[src/hdl/gls_pkg.sv]
// ----------------------------------------------------------------------------
// gls_pkg
// Shared widths, constants and register codes of the gauge level smoother.
// ----------------------------------------------------------------------------
`default_nettype none

package gls_pkg;

    // field widths
    localparam int FS_W       = 24;
    localparam int ST_W       = 16;
    localparam int RAW_W      = 24;
    localparam int TT_W       = 16;
    localparam int LVL_W      = 16;
    localparam int SPD_W      = 32;
    localparam int CFG_IDX_W  = 1;
    localparam int CFG_DATA_W = 24;

    // serial arithmetic units
    localparam int DIV_NUM_W = 48;
    localparam int DIV_DEN_W = 40;
    localparam int MUL_A_W   = 48;
    localparam int MUL_B_W   = 25;
    localparam int MUL_P_W   = MUL_A_W + MUL_B_W;

    localparam logic [LVL_W-1:0] LEVEL_ONE = 16'd32768;
    localparam logic [24:0]      X_CAP     = 25'h100_0000;

    // 0.48 and 0.235 in Q16
    localparam logic [MUL_B_W-1:0] K_X2 = 25'd31457;
    localparam logic [MUL_B_W-1:0] K_X3 = 25'd15401;

    localparam logic [FS_W-1:0] FS_RESET = 24'd100;
    localparam logic [ST_W-1:0] ST_RESET = 16'd1229;

    localparam logic CMD_SET  = 1'b0;
    localparam logic CMD_TICK = 1'b1;

    typedef enum logic [CFG_IDX_W-1:0] {
        REG_FULL_SCALE  = 1'b0,
        REG_SMOOTH_TIME = 1'b1
    } cfg_reg_t;

endpackage

`default_nettype wire

[src/hdl/gls_chan_if.sv]
// ----------------------------------------------------------------------------
// gls_chan_if
// Valid/ready channels of the gauge level smoother: items in, results out.
// ----------------------------------------------------------------------------
`default_nettype none

interface gls_in_if;
    logic                                valid;
    logic                                ready;
    logic                                cmd;
    logic signed [gls_pkg::RAW_W-1:0]    raw_value;
    logic        [gls_pkg::TT_W-1:0]     tick_time;

    modport source (output valid, cmd, raw_value, tick_time, input ready);
    modport sink   (input valid, cmd, raw_value, tick_time, output ready);
endinterface

interface gls_out_if;
    logic                          valid;
    logic                          ready;
    logic [gls_pkg::LVL_W-1:0]     gauge_level;
    logic [gls_pkg::LVL_W-1:0]     trailing_level;

    modport source (output valid, gauge_level, trailing_level, input ready);
    modport sink   (input valid, gauge_level, trailing_level, output ready);
endinterface

`default_nettype wire

[src/hdl/gls_sdiv.sv]
// ----------------------------------------------------------------------------
// gls_sdiv
// Bit-serial restoring divider: one quotient bit per cycle, floor quotient.
// ----------------------------------------------------------------------------
`default_nettype none

module gls_sdiv #(
    parameter int NUM_W = gls_pkg::DIV_NUM_W,
    parameter int DEN_W = gls_pkg::DIV_DEN_W
) (
    input  wire logic             clk,
    input  wire logic             rst_n,
    input  wire logic             start,
    input  wire logic [NUM_W-1:0] num,
    input  wire logic [DEN_W-1:0] den,
    output logic                  done,
    output logic      [NUM_W-1:0] quo
);

    localparam int CNT_W = $clog2(NUM_W);

    logic             busy_reg, busy_next;
    logic             done_reg, done_next;
    logic [CNT_W-1:0] cnt_reg, cnt_next;
    logic [DEN_W-1:0] rem_reg, rem_next;
    logic [DEN_W-1:0] den_reg, den_next;
    logic [NUM_W-1:0] q_reg, q_next;

    logic [DEN_W:0]   shifted;
    logic [DEN_W:0]   diff;
    logic             fits;

    assign shifted = {rem_reg, q_reg[NUM_W-1]};
    assign diff    = shifted - {1'b0, den_reg};
    assign fits    = shifted >= {1'b0, den_reg};

    always_comb
    begin
        busy_next = busy_reg;
        done_next = 1'b0;
        cnt_next  = cnt_reg;
        rem_next  = rem_reg;
        den_next  = den_reg;
        q_next    = q_reg;
        if (start)
        begin
            busy_next = 1'b1;
            cnt_next  = CNT_W'(NUM_W - 1);
            rem_next  = '0;
            den_next  = den;
            q_next    = num;
        end
        else if (busy_reg)
        begin
            // numerator shifts out at the top, quotient bits enter at the bottom
            rem_next = fits ? diff[DEN_W-1:0] : shifted[DEN_W-1:0];
            q_next   = {q_reg[NUM_W-2:0], fits};
            cnt_next = cnt_reg - 1'b1;
            if (cnt_reg == '0)
            begin
                busy_next = 1'b0;
                done_next = 1'b1;
            end
        end
    end

    always_ff @(posedge clk or negedge rst_n)
    begin
        if (!rst_n)
        begin
            busy_reg <= 1'b0;
            done_reg <= 1'b0;
            cnt_reg  <= '0;
        end
        else
        begin
            busy_reg <= busy_next;
            done_reg <= done_next;
            cnt_reg  <= cnt_next;
        end
    end

    always_ff @(posedge clk)
    begin
        rem_reg <= rem_next;
        den_reg <= den_next;
        q_reg   <= q_next;
    end

    assign done = done_reg;
    assign quo  = q_reg;

endmodule

`default_nettype wire

[src/hdl/gls_smul.sv]
// ----------------------------------------------------------------------------
// gls_smul
// Bit-serial shift-add multiplier: one multiplier bit per cycle, lsb first.
// ----------------------------------------------------------------------------
`default_nettype none

module gls_smul #(
    parameter int A_W = gls_pkg::MUL_A_W,
    parameter int B_W = gls_pkg::MUL_B_W
) (
    input  wire logic                 clk,
    input  wire logic                 rst_n,
    input  wire logic                 start,
    input  wire logic [A_W-1:0]       a,
    input  wire logic [B_W-1:0]       b,
    output logic                      done,
    output logic      [A_W+B_W-1:0]   prod
);

    localparam int CNT_W = $clog2(B_W);
    localparam int P_W   = A_W + B_W;

    logic             busy_reg, busy_next;
    logic             done_reg, done_next;
    logic [CNT_W-1:0] cnt_reg, cnt_next;
    logic [A_W-1:0]   a_reg, a_next;
    logic [P_W-1:0]   p_reg, p_next;

    logic [A_W:0]     sum;

    assign sum = {1'b0, p_reg[P_W-1:B_W]} + (p_reg[0] ? {1'b0, a_reg} : '0);

    always_comb
    begin
        busy_next = busy_reg;
        done_next = 1'b0;
        cnt_next  = cnt_reg;
        a_next    = a_reg;
        p_next    = p_reg;
        if (start)
        begin
            busy_next = 1'b1;
            cnt_next  = CNT_W'(B_W - 1);
            a_next    = a;
            p_next    = {{A_W{1'b0}}, b};
        end
        else if (busy_reg)
        begin
            // partial sum enters at the top while the multiplier drains out below
            p_next   = {sum, p_reg[B_W-1:1]};
            cnt_next = cnt_reg - 1'b1;
            if (cnt_reg == '0)
            begin
                busy_next = 1'b0;
                done_next = 1'b1;
            end
        end
    end

    always_ff @(posedge clk or negedge rst_n)
    begin
        if (!rst_n)
        begin
            busy_reg <= 1'b0;
            done_reg <= 1'b0;
            cnt_reg  <= '0;
        end
        else
        begin
            busy_reg <= busy_next;
            done_reg <= done_next;
            cnt_reg  <= cnt_next;
        end
    end

    always_ff @(posedge clk)
    begin
        a_reg <= a_next;
        p_reg <= p_next;
    end

    assign done = done_reg;
    assign prod = p_reg;

endmodule

`default_nettype wire

[src/hdl/gauge_level_smooth_damp_top.sv]
// ----------------------------------------------------------------------------
// gauge_level_smooth_damp_top
// Gauge level with a critically damped trailing level, serial arithmetic.
// ----------------------------------------------------------------------------
// One item is worked on at a time and each item gives one result. A set item
// with a positive raw value and a non-zero full scale goes through the
// bit-serial divider (48 quotient bits, one per cycle). A tick runs four
// divides and seven multiplies (25 multiplier bits, one per cycle) one after
// another in the sequencer. A set item with a non-positive raw value or a zero
// full scale, a tick with zero elapsed time and a tick with zero smoothing
// time go straight to the done state. A finished result sits in the output
// register, so the next item is taken while it waits.
`default_nettype none

module gauge_level_smooth_damp_top (
    input  wire logic                              clk,
    input  wire logic                              rst_n,
    gls_in_if.sink                                 din,
    gls_out_if.source                              dout,
    input  wire logic                              cfg_we,
    input  wire logic [gls_pkg::CFG_IDX_W-1:0]     cfg_index,
    input  wire logic [gls_pkg::CFG_DATA_W-1:0]    cfg_data
);

    typedef enum logic [13:0] {
        S_IDLE = 14'h0001,
        S_SDIV = 14'h0002,
        S_X    = 14'h0004,
        S_X2   = 14'h0008,
        S_X3   = 14'h0010,
        S_P2   = 14'h0020,
        S_P3   = 14'h0040,
        S_E    = 14'h0080,
        S_OC   = 14'h0100,
        S_TMP  = 14'h0200,
        S_OT   = 14'h0400,
        S_VN   = 14'h0800,
        S_OUT  = 14'h1000,
        S_DONE = 14'h2000
    } state_t;

    state_t state_reg, state_next;
    logic   launch_reg, launch_next;
    logic   ovalid_reg, ovalid_next;

    logic        [gls_pkg::FS_W-1:0]   full_scale_reg, full_scale_next;
    logic        [gls_pkg::ST_W-1:0]   smooth_time_reg, smooth_time_next;
    logic        [gls_pkg::LVL_W-1:0]  level_now_reg, level_now_next;
    logic        [gls_pkg::LVL_W-1:0]  level_trail_reg, level_trail_next;
    logic signed [gls_pkg::SPD_W-1:0]  trail_speed_reg, trail_speed_next;

    logic        [gls_pkg::LVL_W-1:0]  gauge_out_reg, gauge_out_next;
    logic        [gls_pkg::LVL_W-1:0]  trail_out_reg, trail_out_next;

    logic signed [gls_pkg::RAW_W-1:0]  raw_reg, raw_next;
    logic        [gls_pkg::TT_W-1:0]   tt_reg, tt_next;
    logic        [24:0]                x_reg, x_next;
    logic        [32:0]                x2_reg, x2_next;
    logic        [40:0]                x3_reg, x3_next;
    logic        [39:0]                d_reg, d_next;
    logic        [16:0]                e_reg, e_next;
    logic signed [17:0]                change_reg, change_next;
    logic signed [33:0]                s_reg, s_next;
    logic signed [42:0]                tmp_reg, tmp_next;
    logic signed [47:0]                ot_reg, ot_next;
    logic signed [31:0]                vn_reg, vn_next;

    logic                              div_start, div_done;
    logic [gls_pkg::DIV_NUM_W-1:0]     div_num, div_quo;
    logic [gls_pkg::DIV_DEN_W-1:0]     div_den;
    logic                              mul_start, mul_done;
    logic [gls_pkg::MUL_A_W-1:0]       mul_a;
    logic [gls_pkg::MUL_B_W-1:0]       mul_b;
    logic [gls_pkg::MUL_P_W-1:0]       mul_prod;

    logic                              in_xfer;
    logic [14:0]                       st_half;
    logic signed [17:0]                chg_raw;
    logic signed [20:0]                maxc, neg_maxc, chg_wide;
    logic signed [17:0]                chg_clamped;
    logic [17:0]                       chg_mag;
    logic [33:0]                       s_mag;
    logic [42:0]                       tmp_mag;
    logic signed [48:0]                vmot;
    logic [48:0]                       vmot_mag;
    logic signed [43:0]                cterm;
    logic [43:0]                       cterm_mag;
    logic [gls_pkg::MUL_P_W:0]         rnd16_sum, rnd8_sum, rnd25_sum;
    logic [57:0]                       rnd16;
    logic [65:0]                       rnd8;
    logic [48:0]                       rnd25;
    logic signed [33:0]                oc;
    logic [42:0]                       tmp_new_mag;
    logic signed [35:0]                term;
    logic signed [36:0]                out_wide;
    logic                              rising, passed;

    gls_sdiv #(
        .NUM_W (gls_pkg::DIV_NUM_W),
        .DEN_W (gls_pkg::DIV_DEN_W)
    ) u_sdiv (
        .clk   (clk),
        .rst_n (rst_n),
        .start (div_start),
        .num   (div_num),
        .den   (div_den),
        .done  (div_done),
        .quo   (div_quo)
    );

    gls_smul #(
        .A_W (gls_pkg::MUL_A_W),
        .B_W (gls_pkg::MUL_B_W)
    ) u_smul (
        .clk   (clk),
        .rst_n (rst_n),
        .start (mul_start),
        .a     (mul_a),
        .b     (mul_b),
        .done  (mul_done),
        .prod  (mul_prod)
    );

    assign din.ready = (state_reg == S_IDLE);
    assign in_xfer   = din.valid && din.ready;

    assign dout.valid          = ovalid_reg;
    assign dout.gauge_level    = gauge_out_reg;
    assign dout.trailing_level = trail_out_reg;

    assign st_half = smooth_time_reg[gls_pkg::ST_W-1:1];

    // change = trail - target, limited to +-16*smooth_time
    assign chg_raw  = $signed({2'b00, level_trail_reg}) - $signed({2'b00, level_now_reg});
    assign maxc     = $signed({1'b0, smooth_time_reg, 4'b0000});
    assign neg_maxc = -maxc;
    assign chg_wide = {{3{chg_raw[17]}}, chg_raw};

    always_comb
    begin
        if (chg_wide > maxc)
            chg_clamped = maxc[17:0];
        else if (chg_wide < neg_maxc)
            chg_clamped = neg_maxc[17:0];
        else
            chg_clamped = chg_raw;
    end

    assign chg_mag  = change_reg[17] ? $unsigned(-change_reg) : $unsigned(change_reg);
    assign s_mag    = s_reg[33] ? $unsigned(-s_reg) : $unsigned(s_reg);
    assign tmp_mag  = tmp_reg[42] ? $unsigned(-tmp_reg) : $unsigned(tmp_reg);
    assign vmot     = $signed({{17{trail_speed_reg[31]}}, trail_speed_reg})
                    - $signed({ot_reg[47], ot_reg});
    assign vmot_mag = vmot[48] ? $unsigned(-vmot) : $unsigned(vmot);
    assign cterm    = $signed({{17{change_reg[17]}}, change_reg, 9'b0})
                    + $signed({tmp_reg[42], tmp_reg});
    assign cterm_mag = cterm[43] ? $unsigned(-cterm) : $unsigned(cterm);

    // round half away from zero on magnitudes
    assign rnd16_sum = {1'b0, mul_prod} + ((gls_pkg::MUL_P_W + 1)'(1) << 15);
    assign rnd8_sum  = {1'b0, mul_prod} + ((gls_pkg::MUL_P_W + 1)'(1) << 7);
    assign rnd25_sum = {1'b0, mul_prod} + ((gls_pkg::MUL_P_W + 1)'(1) << 24);
    assign rnd16     = rnd16_sum[gls_pkg::MUL_P_W:16];
    assign rnd8      = rnd8_sum[gls_pkg::MUL_P_W:8];
    assign rnd25     = rnd25_sum[gls_pkg::MUL_P_W:25];

    assign oc = change_reg[17] ? -$signed({1'b0, div_quo[32:0]})
                               : $signed({1'b0, div_quo[32:0]});
    assign tmp_new_mag = {1'b0, rnd8[41:0]};
    assign term = cterm[43] ? -$signed({1'b0, rnd25[34:0]}) : $signed({1'b0, rnd25[34:0]});
    assign out_wide = $signed({21'b0, level_trail_reg})
                    - $signed({{19{change_reg[17]}}, change_reg})
                    + $signed({term[35], term});
    assign rising = level_now_reg > level_trail_reg;
    assign passed = out_wide > $signed({21'b0, level_now_reg});

    // operand select for the shared units
    always_comb
    begin
        div_num = '0;
        div_den = {24'b0, smooth_time_reg};
        mul_a   = '0;
        mul_b   = '0;
        case (state_reg)
            S_SDIV:
            begin
                div_num = {10'b0, raw_reg[22:0], 15'b0};
                div_den = {16'b0, full_scale_reg};
            end
            S_X:   div_num = {19'b0, tt_reg, 13'b0} + {33'b0, st_half};
            S_E:
            begin
                div_num = 48'h1_0000_0000 + {9'b0, d_reg[39:1]};
                div_den = d_reg;
            end
            S_OC:  div_num = {17'b0, chg_mag[16:0], 14'b0} + {33'b0, st_half};
            S_OT:  div_num = {tmp_mag, 5'b0} + {33'b0, st_half};
            S_X2:
            begin
                mul_a = {23'b0, x_reg};
                mul_b = x_reg;
            end
            S_X3:
            begin
                mul_a = {15'b0, x2_reg};
                mul_b = x_reg;
            end
            S_P2:
            begin
                mul_a = {15'b0, x2_reg};
                mul_b = gls_pkg::K_X2;
            end
            S_P3:
            begin
                mul_a = {7'b0, x3_reg};
                mul_b = gls_pkg::K_X3;
            end
            S_TMP:
            begin
                mul_a = {14'b0, s_mag};
                mul_b = {9'b0, tt_reg};
            end
            S_VN:
            begin
                mul_a = vmot_mag[47:0];
                mul_b = {8'b0, e_reg};
            end
            S_OUT:
            begin
                mul_a = {4'b0, cterm_mag};
                mul_b = {8'b0, e_reg};
            end
            default: ;
        endcase
    end

    assign div_start = launch_reg && (state_reg inside {S_SDIV, S_X, S_E, S_OC, S_OT});
    assign mul_start = launch_reg &&
                       (state_reg inside {S_X2, S_X3, S_P2, S_P3, S_TMP, S_VN, S_OUT});

    always_comb
    begin
        state_next       = state_reg;
        launch_next      = 1'b0;
        ovalid_next      = ovalid_reg;
        full_scale_next  = full_scale_reg;
        smooth_time_next = smooth_time_reg;
        level_now_next   = level_now_reg;
        level_trail_next = level_trail_reg;
        trail_speed_next = trail_speed_reg;
        gauge_out_next   = gauge_out_reg;
        trail_out_next   = trail_out_reg;
        raw_next         = raw_reg;
        tt_next          = tt_reg;
        x_next           = x_reg;
        x2_next          = x2_reg;
        x3_next          = x3_reg;
        d_next           = d_reg;
        e_next           = e_reg;
        change_next      = change_reg;
        s_next           = s_reg;
        tmp_next         = tmp_reg;
        ot_next          = ot_reg;
        vn_next          = vn_reg;

        if (cfg_we)
        begin
            case (gls_pkg::cfg_reg_t'(cfg_index))
                gls_pkg::REG_FULL_SCALE:  full_scale_next  = cfg_data[gls_pkg::FS_W-1:0];
                gls_pkg::REG_SMOOTH_TIME: smooth_time_next = cfg_data[gls_pkg::ST_W-1:0];
                default: ;
            endcase
        end

        if (ovalid_reg && dout.ready)
            ovalid_next = 1'b0;

        case (state_reg)
            S_IDLE:
            begin
                if (in_xfer)
                begin
                    raw_next = din.raw_value;
                    tt_next  = din.tick_time;
                    if (din.cmd == gls_pkg::CMD_SET)
                    begin
                        if (din.raw_value[gls_pkg::RAW_W-1] || din.raw_value == '0)
                        begin
                            level_now_next = '0;
                            state_next     = S_DONE;
                        end
                        else if (full_scale_reg == '0)
                        begin
                            // epsilon floor: any positive value is full scale
                            level_now_next = gls_pkg::LEVEL_ONE;
                            state_next     = S_DONE;
                        end
                        else
                        begin
                            state_next  = S_SDIV;
                            launch_next = 1'b1;
                        end
                    end
                    else if (din.tick_time == '0)
                    begin
                        state_next = S_DONE;
                    end
                    else if (smooth_time_reg == '0)
                    begin
                        level_trail_next = level_now_reg;
                        trail_speed_next = '0;
                        state_next       = S_DONE;
                    end
                    else
                    begin
                        change_next = chg_clamped;
                        state_next  = S_X;
                        launch_next = 1'b1;
                    end
                end
            end
            S_SDIV:
            begin
                if (div_done)
                begin
                    level_now_next = (div_quo > 48'(gls_pkg::LEVEL_ONE)) ?
                                     gls_pkg::LEVEL_ONE : div_quo[15:0];
                    state_next     = S_DONE;
                end
            end
            S_X:
            begin
                if (div_done)
                begin
                    x_next      = (div_quo > 48'(gls_pkg::X_CAP)) ? gls_pkg::X_CAP
                                                                  : div_quo[24:0];
                    state_next  = S_X2;
                    launch_next = 1'b1;
                end
            end
            S_X2:
            begin
                if (mul_done)
                begin
                    x2_next     = rnd16[32:0];
                    state_next  = S_X3;
                    launch_next = 1'b1;
                end
            end
            S_X3:
            begin
                if (mul_done)
                begin
                    x3_next     = rnd16[40:0];
                    state_next  = S_P2;
                    launch_next = 1'b1;
                end
            end
            S_P2:
            begin
                if (mul_done)
                begin
                    d_next      = 40'd65536 + {15'b0, x_reg} + {8'b0, rnd16[31:0]};
                    state_next  = S_P3;
                    launch_next = 1'b1;
                end
            end
            S_P3:
            begin
                if (mul_done)
                begin
                    d_next      = d_reg + {1'b0, rnd16[38:0]};
                    state_next  = S_E;
                    launch_next = 1'b1;
                end
            end
            S_E:
            begin
                if (div_done)
                begin
                    e_next      = div_quo[16:0];
                    state_next  = S_OC;
                    launch_next = 1'b1;
                end
            end
            S_OC:
            begin
                if (div_done)
                begin
                    s_next      = $signed({{2{trail_speed_reg[31]}}, trail_speed_reg}) + oc;
                    state_next  = S_TMP;
                    launch_next = 1'b1;
                end
            end
            S_TMP:
            begin
                if (mul_done)
                begin
                    tmp_next    = s_reg[33] ? -$signed(tmp_new_mag) : $signed(tmp_new_mag);
                    state_next  = S_OT;
                    launch_next = 1'b1;
                end
            end
            S_OT:
            begin
                if (div_done)
                begin
                    ot_next     = tmp_reg[42] ? -$signed({1'b0, div_quo[46:0]})
                                              : $signed({1'b0, div_quo[46:0]});
                    state_next  = S_VN;
                    launch_next = 1'b1;
                end
            end
            S_VN:
            begin
                if (mul_done)
                begin
                    // saturate the new velocity to the signed 32-bit range
                    if (vmot[48])
                        vn_next = (rnd16 > 58'd2147483648) ? 32'sh8000_0000
                                                          : $signed(32'd0 - rnd16[31:0]);
                    else
                        vn_next = (rnd16 > 58'd2147483647) ? 32'sh7fff_ffff
                                                          : $signed(rnd16[31:0]);
                    state_next  = S_OUT;
                    launch_next = 1'b1;
                end
            end
            S_OUT:
            begin
                if (mul_done)
                begin
                    if (rising == passed)
                    begin
                        // target reached or passed: land on it and stop
                        level_trail_next = level_now_reg;
                        trail_speed_next = '0;
                    end
                    else
                    begin
                        trail_speed_next = vn_reg;
                        if (out_wide < 0)
                            level_trail_next = '0;
                        else if (out_wide > $signed(37'(gls_pkg::LEVEL_ONE)))
                            level_trail_next = gls_pkg::LEVEL_ONE;
                        else
                            level_trail_next = out_wide[15:0];
                    end
                    state_next = S_DONE;
                end
            end
            S_DONE:
            begin
                if (!ovalid_reg || dout.ready)
                begin
                    ovalid_next    = 1'b1;
                    gauge_out_next = level_now_reg;
                    trail_out_next = level_trail_reg;
                    state_next     = S_IDLE;
                end
            end
            default: state_next = S_IDLE;
        endcase
    end

    always_ff @(posedge clk or negedge rst_n)
    begin
        if (!rst_n)
        begin
            state_reg       <= S_IDLE;
            launch_reg      <= 1'b0;
            ovalid_reg      <= 1'b0;
            full_scale_reg  <= gls_pkg::FS_RESET;
            smooth_time_reg <= gls_pkg::ST_RESET;
            level_now_reg   <= '0;
            level_trail_reg <= '0;
            trail_speed_reg <= '0;
        end
        else
        begin
            state_reg       <= state_next;
            launch_reg      <= launch_next;
            ovalid_reg      <= ovalid_next;
            full_scale_reg  <= full_scale_next;
            smooth_time_reg <= smooth_time_next;
            level_now_reg   <= level_now_next;
            level_trail_reg <= level_trail_next;
            trail_speed_reg <= trail_speed_next;
        end
    end

    always_ff @(posedge clk)
    begin
        gauge_out_reg <= gauge_out_next;
        trail_out_reg <= trail_out_next;
        raw_reg       <= raw_next;
        tt_reg        <= tt_next;
        x_reg         <= x_next;
        x2_reg        <= x2_next;
        x3_reg        <= x3_next;
        d_reg         <= d_next;
        e_reg         <= e_next;
        change_reg    <= change_next;
        s_reg         <= s_next;
        tmp_reg       <= tmp_next;
        ot_reg        <= ot_next;
        vn_reg        <= vn_next;
    end

    // divider results only come back while a divide step is waiting
    a_div_step: assert property (@(posedge clk) disable iff (!rst_n)
        div_done |-> (state_reg == S_SDIV || state_reg == S_X || state_reg == S_E ||
                      state_reg == S_OC || state_reg == S_OT))
        else $error("divider finished outside a divide step");

    a_mul_step: assert property (@(posedge clk) disable iff (!rst_n)
        mul_done |-> (state_reg == S_X2 || state_reg == S_X3 || state_reg == S_P2 ||
                      state_reg == S_P3 || state_reg == S_TMP || state_reg == S_VN ||
                      state_reg == S_OUT))
        else $error("multiplier finished outside a multiply step");

    a_item_busy: assert property (@(posedge clk) disable iff (!rst_n)
        in_xfer |=> (state_reg != S_IDLE))
        else $error("accepted item left no work in progress");

    a_trail_range: assert property (@(posedge clk) disable iff (!rst_n)
        (level_trail_reg <= gls_pkg::LEVEL_ONE) && (level_now_reg <= gls_pkg::LEVEL_ONE))
        else $error("level above full scale");

endmodule

`default_nettype wire
[src/flat_wrapper.sv]
// flat-port wrapper written by rule: the top's interface ports become plain ports
module gauge_level_smooth_damp_top_flat 
  (clk, rst_n, cfg_we, cfg_index, cfg_data, din_valid, din_cmd, din_raw_value, din_tick_time, din_ready, dout_valid, dout_gauge_level, dout_trailing_level, dout_ready);
  gls_in_if din_i ();
  gls_out_if dout_i ();
  input  wire logic clk;
  input  wire logic rst_n;
  input  wire logic cfg_we;
  input  wire logic [gls_pkg::CFG_IDX_W-1:0] cfg_index;
  input  wire logic [gls_pkg::CFG_DATA_W-1:0] cfg_data;
  input wire logic [$bits(din_i.valid)-1:0] din_valid;
  input wire logic [$bits(din_i.cmd)-1:0] din_cmd;
  input wire logic [$bits(din_i.raw_value)-1:0] din_raw_value;
  input wire logic [$bits(din_i.tick_time)-1:0] din_tick_time;
  output wire logic [$bits(din_i.ready)-1:0] din_ready;
  output wire logic [$bits(dout_i.valid)-1:0] dout_valid;
  output wire logic [$bits(dout_i.gauge_level)-1:0] dout_gauge_level;
  output wire logic [$bits(dout_i.trailing_level)-1:0] dout_trailing_level;
  input wire logic [$bits(dout_i.ready)-1:0] dout_ready;
  assign din_i.valid = din_valid;
  assign din_i.cmd = din_cmd;
  assign din_i.raw_value = din_raw_value;
  assign din_i.tick_time = din_tick_time;
  assign din_ready = din_i.ready;
  assign dout_valid = dout_i.valid;
  assign dout_gauge_level = dout_i.gauge_level;
  assign dout_trailing_level = dout_i.trailing_level;
  assign dout_i.ready = dout_ready;
  gauge_level_smooth_damp_top u_core (.clk(clk), .rst_n(rst_n), .din(din_i), .dout(dout_i), .cfg_we(cfg_we), .cfg_index(cfg_index), .cfg_data(cfg_data));
endmodule
[config.mk]
export PLATFORM = sky130hd
export DESIGN_NAME = gauge_level_smooth_damp_top_flat
export DESIGN_NICKNAME = d
export VERILOG_FILES = /design/src/hdl/gls_pkg.sv /design/src/hdl/gls_chan_if.sv /design/src/hdl/gls_sdiv.sv /design/src/hdl/gls_smul.sv /design/src/hdl/gauge_level_smooth_damp_top.sv /design/src/flat_wrapper.sv
export SDC_FILE = /design/constraint.sdc
export NUM_CORES = 2
export LEC_CHECK = 0
export ABC_AREA = 0
export CELL_PAD_IN_SITES_DETAIL_PLACEMENT = 2
export CELL_PAD_IN_SITES_GLOBAL_PLACEMENT = 2
export CORE_MARGIN = 5
export CORE_UTILIZATION = 38
export CTS_CLUSTER_SIZE = 30
export DETAILED_ROUTE_END_ITERATION = 8
export DONT_BUFFER_PORTS = 1
export PLACE_DENSITY_LB_ADDON = 0.05
export SYNTH_ARGS = -nofsm -noshare
export SYNTH_HDL_FRONTEND = slang
export SYNTH_SLANG_ARGS = --single-unit
[constraint.sdc]
create_clock -name clk -period 9 [get_ports clk]
set_input_delay 0.45 -clock clk [delete_from_list [all_inputs] [get_ports clk]]
set_output_delay 0.45 -clock clk [all_outputs]
set_load 0.02 [all_outputs]
## Word-level counts from Yosys, hierarchy flattened

Cells that the tools add are included.

| operators by class | value |
|---|---|
| $add $sub $neg | 31 |
| $lt $le $gt $ge | 11 |
| equal/unequal tests | 34 |
| muxes and demuxes | 98 |
| bitwise logic cells | 3 |
| reduce and logical (&&, ||, !) cells | 42 |

Operators with widths:

| operator | number |
|---|---|
| 2-to-1 mux 32 bit | 9 |
| one-hot mux 48 bit (6 select lines) | 1 |
| 2-to-1 mux 14 bit | 19 |
| one-hot mux 48 bit (5 select lines) | 1 |
| 2-to-1 mux 16 bit | 14 |
| one-hot mux 14 bit (14 select lines) | 1 |
| 2-to-1 mux 48 bit | 4 |
| one-hot mux 40 bit (2 select lines) | 2 |
| one-hot mux 25 bit (5 select lines) | 1 |
| 2-to-1 mux 40 bit | 3 |
| adder 73 x 16 -> 74 bit, second input constant | 1 |
| 2-to-1 mux 34 bit | 2 |
| one-hot mux 16 bit (2 select lines) | 2 |
| one-hot mux 32 bit (2 select lines) | 1 |
| adder 60 x 25 -> 60 bit, second input constant | 1 |
| > comparator 58 x 31 -> 1 bit, second input constant | 1 |
| > comparator 58 x 32 -> 1 bit, second input constant | 1 |
| adder 50 x 8 -> 50 bit, second input constant | 1 |
| 2-to-1 mux 25 bit | 2 |
| adder 48 x 48 -> 49 bit | 1 |
| subtractor 32 x 48 -> 49 bit | 1 |
| adder 48 x 15 -> 48 bit | 1 |
| > comparator 48 x 16 -> 1 bit, second input constant | 1 |
| > comparator 48 x 25 -> 1 bit, second input constant | 1 |
| 80 further kinds | 147 |

| word-level totals | value |
|---|---|
| flip-flop bits (word level) | 786 |
| bits of input ports | 71 |
| output and inout port bits | 34 |
| logic and storage cells | 256 |

## Longest topological paths before layout

| logic depth | value |
|---|---|
| word-level depth | 10 |
| gate-level depth with buffers | 39 |
| depth with buffers taken out | 35 |

## Modules after synthesis

Synthesis repeated with hierarchy kept, for this count alone.

| unflattened totals | value |
|---|---|
| cells, all modules | 6871 |
| area total of the unflattened synthesis | 62520.0 um^2 |

By module, submodules not included:

| module | times used | cells each | area an instance (um^2) | seq. area each (um^2) |
|---|---|---|---|---|
| gauge_level_smooth_damp_top | 1 | 5411 | 47252.8 | 15087.0 |
| gls_sdiv | 1 | 719 | 7747.4 | 3643.5 |
| gls_smul | 1 | 741 | 7519.7 | 3328.2 |

## Least setup slack after synthesis

No wires, ideal clock.

| path | value |
|---|---|
| path kind | register to register |
| from | register u_core.change_reg[8] |
| to | register u_core.level_trail_reg[10] (netlist bit) |
| library setup time | 0.066 ns |
| arrival | 8.465 ns |
| required time | 8.934 ns |
| setup slack | 0.469 ns |
| stages on the path, launching flop included | 33 |
| path buffers | 4 |
| clock period less this slack | 8.531 ns |
| cell sequence | edfxtp_1 ha_1 clkbuf_1 nand4_1 or4b_2 nand4_1 a41oi_1 a21oi_1 o21ai_0 a21boi_0 o21a_1 o21ai_0 a31oi_1 clkbuf_1 clkbuf_1 nor2_1 xnor2_1 fa_1 ha_1 o21a_1 a21oi_1 nor4bb_1 nor3_1 o311ai_0 o21ai_0 xor2_1 a2111oi_0 nand4_1 or2_2 a2111oi_0 clkbuf_1 a22oi_1 nand2_1 |

| on the way | value |
|---|---|
| longest elaborated chain between the ends | 9 |
| elaborated cells on any way between the ends | 13 |
| those cells by class | 3 x add/sub; 3 x order compare; 1 x eq/ne; 6 x mux |

Ends and longest elaborated chain:

| element | line | RTL |
|---|---|---|
| start: declaration | gauge_level_smooth_damp_top.sv:62 | `logic signed [17:0] change_reg, change_next;` |
| start signal: assignment | gauge_level_smooth_damp_top.sv:503 | `change_reg <= change_next;` |
| adder 27 x 43 -> 44 bit | gauge_level_smooth_damp_top.sv:156 | `+ $signed({tmp_reg[42], tmp_reg});` |
| 2-to-1 mux 36 bit | gauge_level_smooth_damp_top.sv:170 | `assign term = cterm[43] ? -$signed({1'b0, rnd25[34:0]}) : $signed({1'b0, rnd25[34:0]});` |
| adder 19 x 36 -> 37 bit * | gauge_level_smooth_damp_top.sv:173 | `+ $signed({term[35], term});` |
| > comparator 37 x 17 -> 1 bit | gauge_level_smooth_damp_top.sv:444 | `else if (out_wide > $signed(37'(gls_pkg::LEVEL_ONE)))` |
| 2-to-1 mux 16 bit | gauge_level_smooth_damp_top.sv:444 |  |
| 2-to-1 mux 16 bit | gauge_level_smooth_damp_top.sv:442 | `if (out_wide < 0)` |
| 2-to-1 mux 16 bit * | gauge_level_smooth_damp_top.sv:433 | `if (rising == passed)` |
| 2-to-1 mux 16 bit * | gauge_level_smooth_damp_top.sv:431 | `if (mul_done)` |
| one-hot mux 16 bit (2 select lines) * | gauge_level_smooth_damp_top.sv:278 | `case (state_reg)` |
| end signal: assignment | gauge_level_smooth_damp_top.sv:487 | `level_trail_reg <= level_trail_next;` |
| end: declaration | gauge_level_smooth_damp_top.sv:49 | `logic [gls_pkg::LVL_W-1:0] level_trail_reg, level_trail_next;` |

Mark *: on every way between the ends. The rest lies on a longest branch, timed or not. The select of a mux whose other input is x is not followed.
A chain may end at the register's enable or synchronous reset.

## Worst setup path in the final report

| path | value |
|---|---|
| from | register u_core.tmp_reg[12] |
| to | register u_core.trail_speed_reg[19] (netlist bit) |

| on the way | value |
|---|---|
| longest elaborated chain between the ends | 8 |

Ends and longest elaborated chain:

| element | line | RTL |
|---|---|---|
| start: declaration | gauge_level_smooth_damp_top.sv:64 | `logic signed [42:0] tmp_reg, tmp_next;` |
| start signal: assignment | gauge_level_smooth_damp_top.sv:505 | `tmp_reg <= tmp_next;` |
| adder 27 x 43 -> 44 bit | gauge_level_smooth_damp_top.sv:156 |  |
| 2-to-1 mux 36 bit | gauge_level_smooth_damp_top.sv:170 |  |
| adder 19 x 36 -> 37 bit | gauge_level_smooth_damp_top.sv:173 |  |
| > comparator 37 x 17 -> 1 bit | gauge_level_smooth_damp_top.sv:175 | `assign passed = out_wide > $signed({21'b0, level_now_reg});` |
| == test 1 bit | gauge_level_smooth_damp_top.sv:433 |  |
| 2-to-1 mux 32 bit | gauge_level_smooth_damp_top.sv:433 |  |
| 2-to-1 mux 32 bit | gauge_level_smooth_damp_top.sv:431 |  |
| one-hot mux 32 bit (2 select lines) | gauge_level_smooth_damp_top.sv:278 |  |
| end signal: assignment | gauge_level_smooth_damp_top.sv:488 | `trail_speed_reg <= trail_speed_next;` |
| end: declaration | gauge_level_smooth_damp_top.sv:50 | `logic signed [gls_pkg::SPD_W-1:0] trail_speed_reg, trail_speed_next;` |

Every way passes these cells. The select of a mux whose other input is x is not followed.

==> impl_metrics.csv <==
group,metric,value,unit
clocking,insertion_delay,0.77,ns
clocking,cts_root_buffer,"clkbuf_16",
global_routing,overflow,0,
power_and_ir_drop,leakagePower,27.8,nW
yosys,syn-num-nets,7511,
yosys,synth_top_family_by_area,"compound AO/OA/AOI/OAI gates",
sta,final_hold_viol_count,0,
cells_and_area,syn2layout_area_growth,11.1,%
critical_path,worstPathMaxFanout,47,
sta,finalCriticalPeriod,8.55,ns
yosys,ys_warn_count,0,
floorplanning,initial_core_util,38.2,%
critical_path,worstPathRequired,9.64,ns
sta,slew_viol_final,0,
route,first_pass_iters,9,
floorplanning,rows,148,
global_routing,track_usage,32.1,%
floorplanning,die_w,415,um
route,vias,57300,
critical_path,arrival,9.19,ns
global_routing,grt_antenna_before_repair,25,
yosys,synth.distinct_cells,93,
sta,relSlewSlack,13.7,%
yosys,synth_flop_cell,"edfxtp_1",
global_routing,grt_pass1_wl,415000,um
yosys,synth.cell_area,62300,um2
yosys,synth_compound_area_share,19.6,%
clocking,cts_max_path_buffers,3,
cells_and_area,largest_register_ffs,73,
placed_design,dp_hpwl,226000,um
critical_path,cpPeakStageDelay,0.74,ns
yosys,ys_seq_area_share,35.4,%
placed_design,dp_slack,-0.214,ns
global_routing,grt.busiest_layer,"met2",
yosys,synth_adder_area_share,9.36,%
yosys,yosys.area_share.simple,18.0,%
clocking,cts_sinks,786,
global_routing,grt_use_met3,4.52,%
clocking,clk_pin_slew,0.06,ns
floorplanning,coreArea,163000,um2
power_and_ir_drop,ir_drop,189,uV
route,wl_per_cell,31.0,um
clocking,cts_buffers,99,
sta,skew,0.0690,ns
route,drcViolationCount,0,
sta,period_share,95.0,%
placed_design,place_area,65000,um2
cells_and_area,final_area,69200,um2
placed_design,port-buffer-count,0,
route,drt_wl_total,286000,um
yosys,synthTopCellsByCount,"nand2_1, edfxtp_1, xnor2_1",
clocking,cts_max_level,3,
cells_and_area,layout.nets,7499,
flow_run,drv_cap,0,
yosys,synth_area_per_cell,8.91,um2
yosys,yosys.area.top_type,"edfxtp_1",
yosys,synth-edff-count,563,
sta,fmax,0.117,GHz
global_routing,grt_max_degree,136,
yosys,muxShareOfSynthArea,2.14,%
route,ant_nets,0,
sta,tightest_slew,1.29,ns
global_routing,grt_pass1_vias,60100,
placed_design,place_congestion,0.943,
yosys,synth_seq_cells,786,
worst_hold_path,worstHoldPathType,"input port to flop",
route,drt_iter0_markers,4645,
route,viasPerCell,6.19,
global_routing,grt_use_met1,41.3,%
critical_path,path_common_cell,"o21ai_0",
critical_path,cp_slowest_cell,"or4b_2",
sta,setup_viol,0,
yosys,synth_top_area_share,27.2,%
yosys,synth-async-reset-ratio,17.2,%
floorplanning,die-area,172000,um2
power_and_ir_drop,cellPowerDensity,197,nW/um2
global_routing,met2_usage,53.2,%
cells_and_area,nFillCells,17700,
sta,layout_setup_ws,0.451,ns
power_and_ir_drop,power,13.6,mW
cells_and_area,drive_gt1_share,6.98,%
floorplanning,die_y,415,um
yosys,synthCells,6990,
outcome,outcome,"finished, final reports clean",
clocking,cts_tree,"built",
yosys,synth.most_common_cell,"nand2_1",
yosys,synthXorXnorAreaFrac,11.4,%
yosys,yosys-top-cells-area,"edfxtp_1, ha_1, xnor2_1",
critical_path,cp-start-kind,"flop",
floorplanning,pin_count,105,
critical_path,crit_type,"flop to flop",
critical_path,crit_path_end_kind,"flop",
## layer usage
metal / wire [um] / part of all wire (%)
met1: 122000 / 42
met2: 133000 / 46
met3: 15500 / 5.4
met4: 16400 / 5.7
met5: 55 / 0.019
## where the power goes
group / internal [mW] / leakage (nW) / total [mW] / switching, mW
combinational: 1.66 / 18.4 / 4.57 / 2.91
sequential: 4.32 / 7.78 / 4.81 / 0.495
clock: 2.45 / 1.61 / 4.26 / 1.81
total: 8.43 / 27.8 / 13.6 / 5.22
## through the flow
| step | std cells | util (%) | hold slack [ns] | setup TNS (ns) |
|---|---|---|---|---|
| floorplan | 6990 | - | 0.154 | 0 |
| global placement | 8977 | 39.9 | 0.158 | 0 |
| detailed placement | 8977 | 39.9 | 0.157 | -7.58 |
| CTS | 9231 | 42.4 | 0.151 | 0 |
| global route | 9238 | 42.5 | 0.248 | -0.144 |
| finish | 9247 | 42.5 | 0.214 | 0 |
## placed cells by master (no fill, tap or decap), drive strengths merged, types with 148 or more instances in the layout
cell	instances
a21oi	495
inv	317
o21ai	513
nor2	440
a21o	161
xor2	284
buf	157
nor3	148
nand3	191
edfxtp	563
xnor2	523
nand2	701
ha	424
## what timing repair did
item,in CTS,in global routing
hold buffers,68,0
resized for setup,3,12
pin swaps,0,4
endpoints found under the setup margin,48,48
buffers inserted,0,7
endpoints found under the hold margin,219,0
## path summary, 6_finish.rpt
path                                            from                       endpoint  slack [ns]  cells past startpoint
max                               u_core.tmp_reg[12]     u_core.trail_speed_reg[19]        0.45                     31
min                                          din_cmd              u_core.launch_reg        0.21                      5
max reg2reg                       u_core.tmp_reg[12]     u_core.trail_speed_reg[19]        0.45                     31
min reg2reg                u_core.level_trail_reg[0]  u_core.dout.trailing_level[0]        0.50                      0
max in group asynchronous                      rst_n         u_core.u_smul.busy_reg        7.77                      2
min in group asynchronous                      rst_n       u_core.u_sdiv.cnt_reg[4]        0.30                      2
## area by class of cell
cell class / count / area [um2] / share of cell area (%)
Multi-Input combinational cell: 5549 / 37900 / 54.8
Sequential cell: 786 / 22100 / 31.9
Inverter: 318 / 1200 / 1.73
Clock inverter: 61 / 702 / 1.01
Tap cell: 2175 / 2720 / 3.93
Timing Repair Buffer: 224 / 1880 / 2.72
Clock buffer: 125 / 2670 / 3.85
Antenna cell: 9 / 22.5 / 0.0326
## cell families after synthesis
logic type	count (synthesis)
compound gates	1902
fa+ha+maj	450
simple gates	2263
mux	127
flops	786
xor+xnor	807
buf+inv	655
## worst max-delay path, delay by kind of cell (launching register included)
| kind | cells | cell delay [ns] |
|---|---|---|
| buffers and inverters | 4 | 0.84 |
| AOI/OAI and AO/OA | 15 | 3.38 |
| muxes | 1 | 0.40 |
| adders and majority gates | 3 | 1.23 |
| and+or+nand+nor | 6 | 1.71 |
| xor gates and xnor gates | 2 | 0.32 |
| DFF | 1 | 0.48 |
No activity file was read; power rests on OpenSTA's default activity.
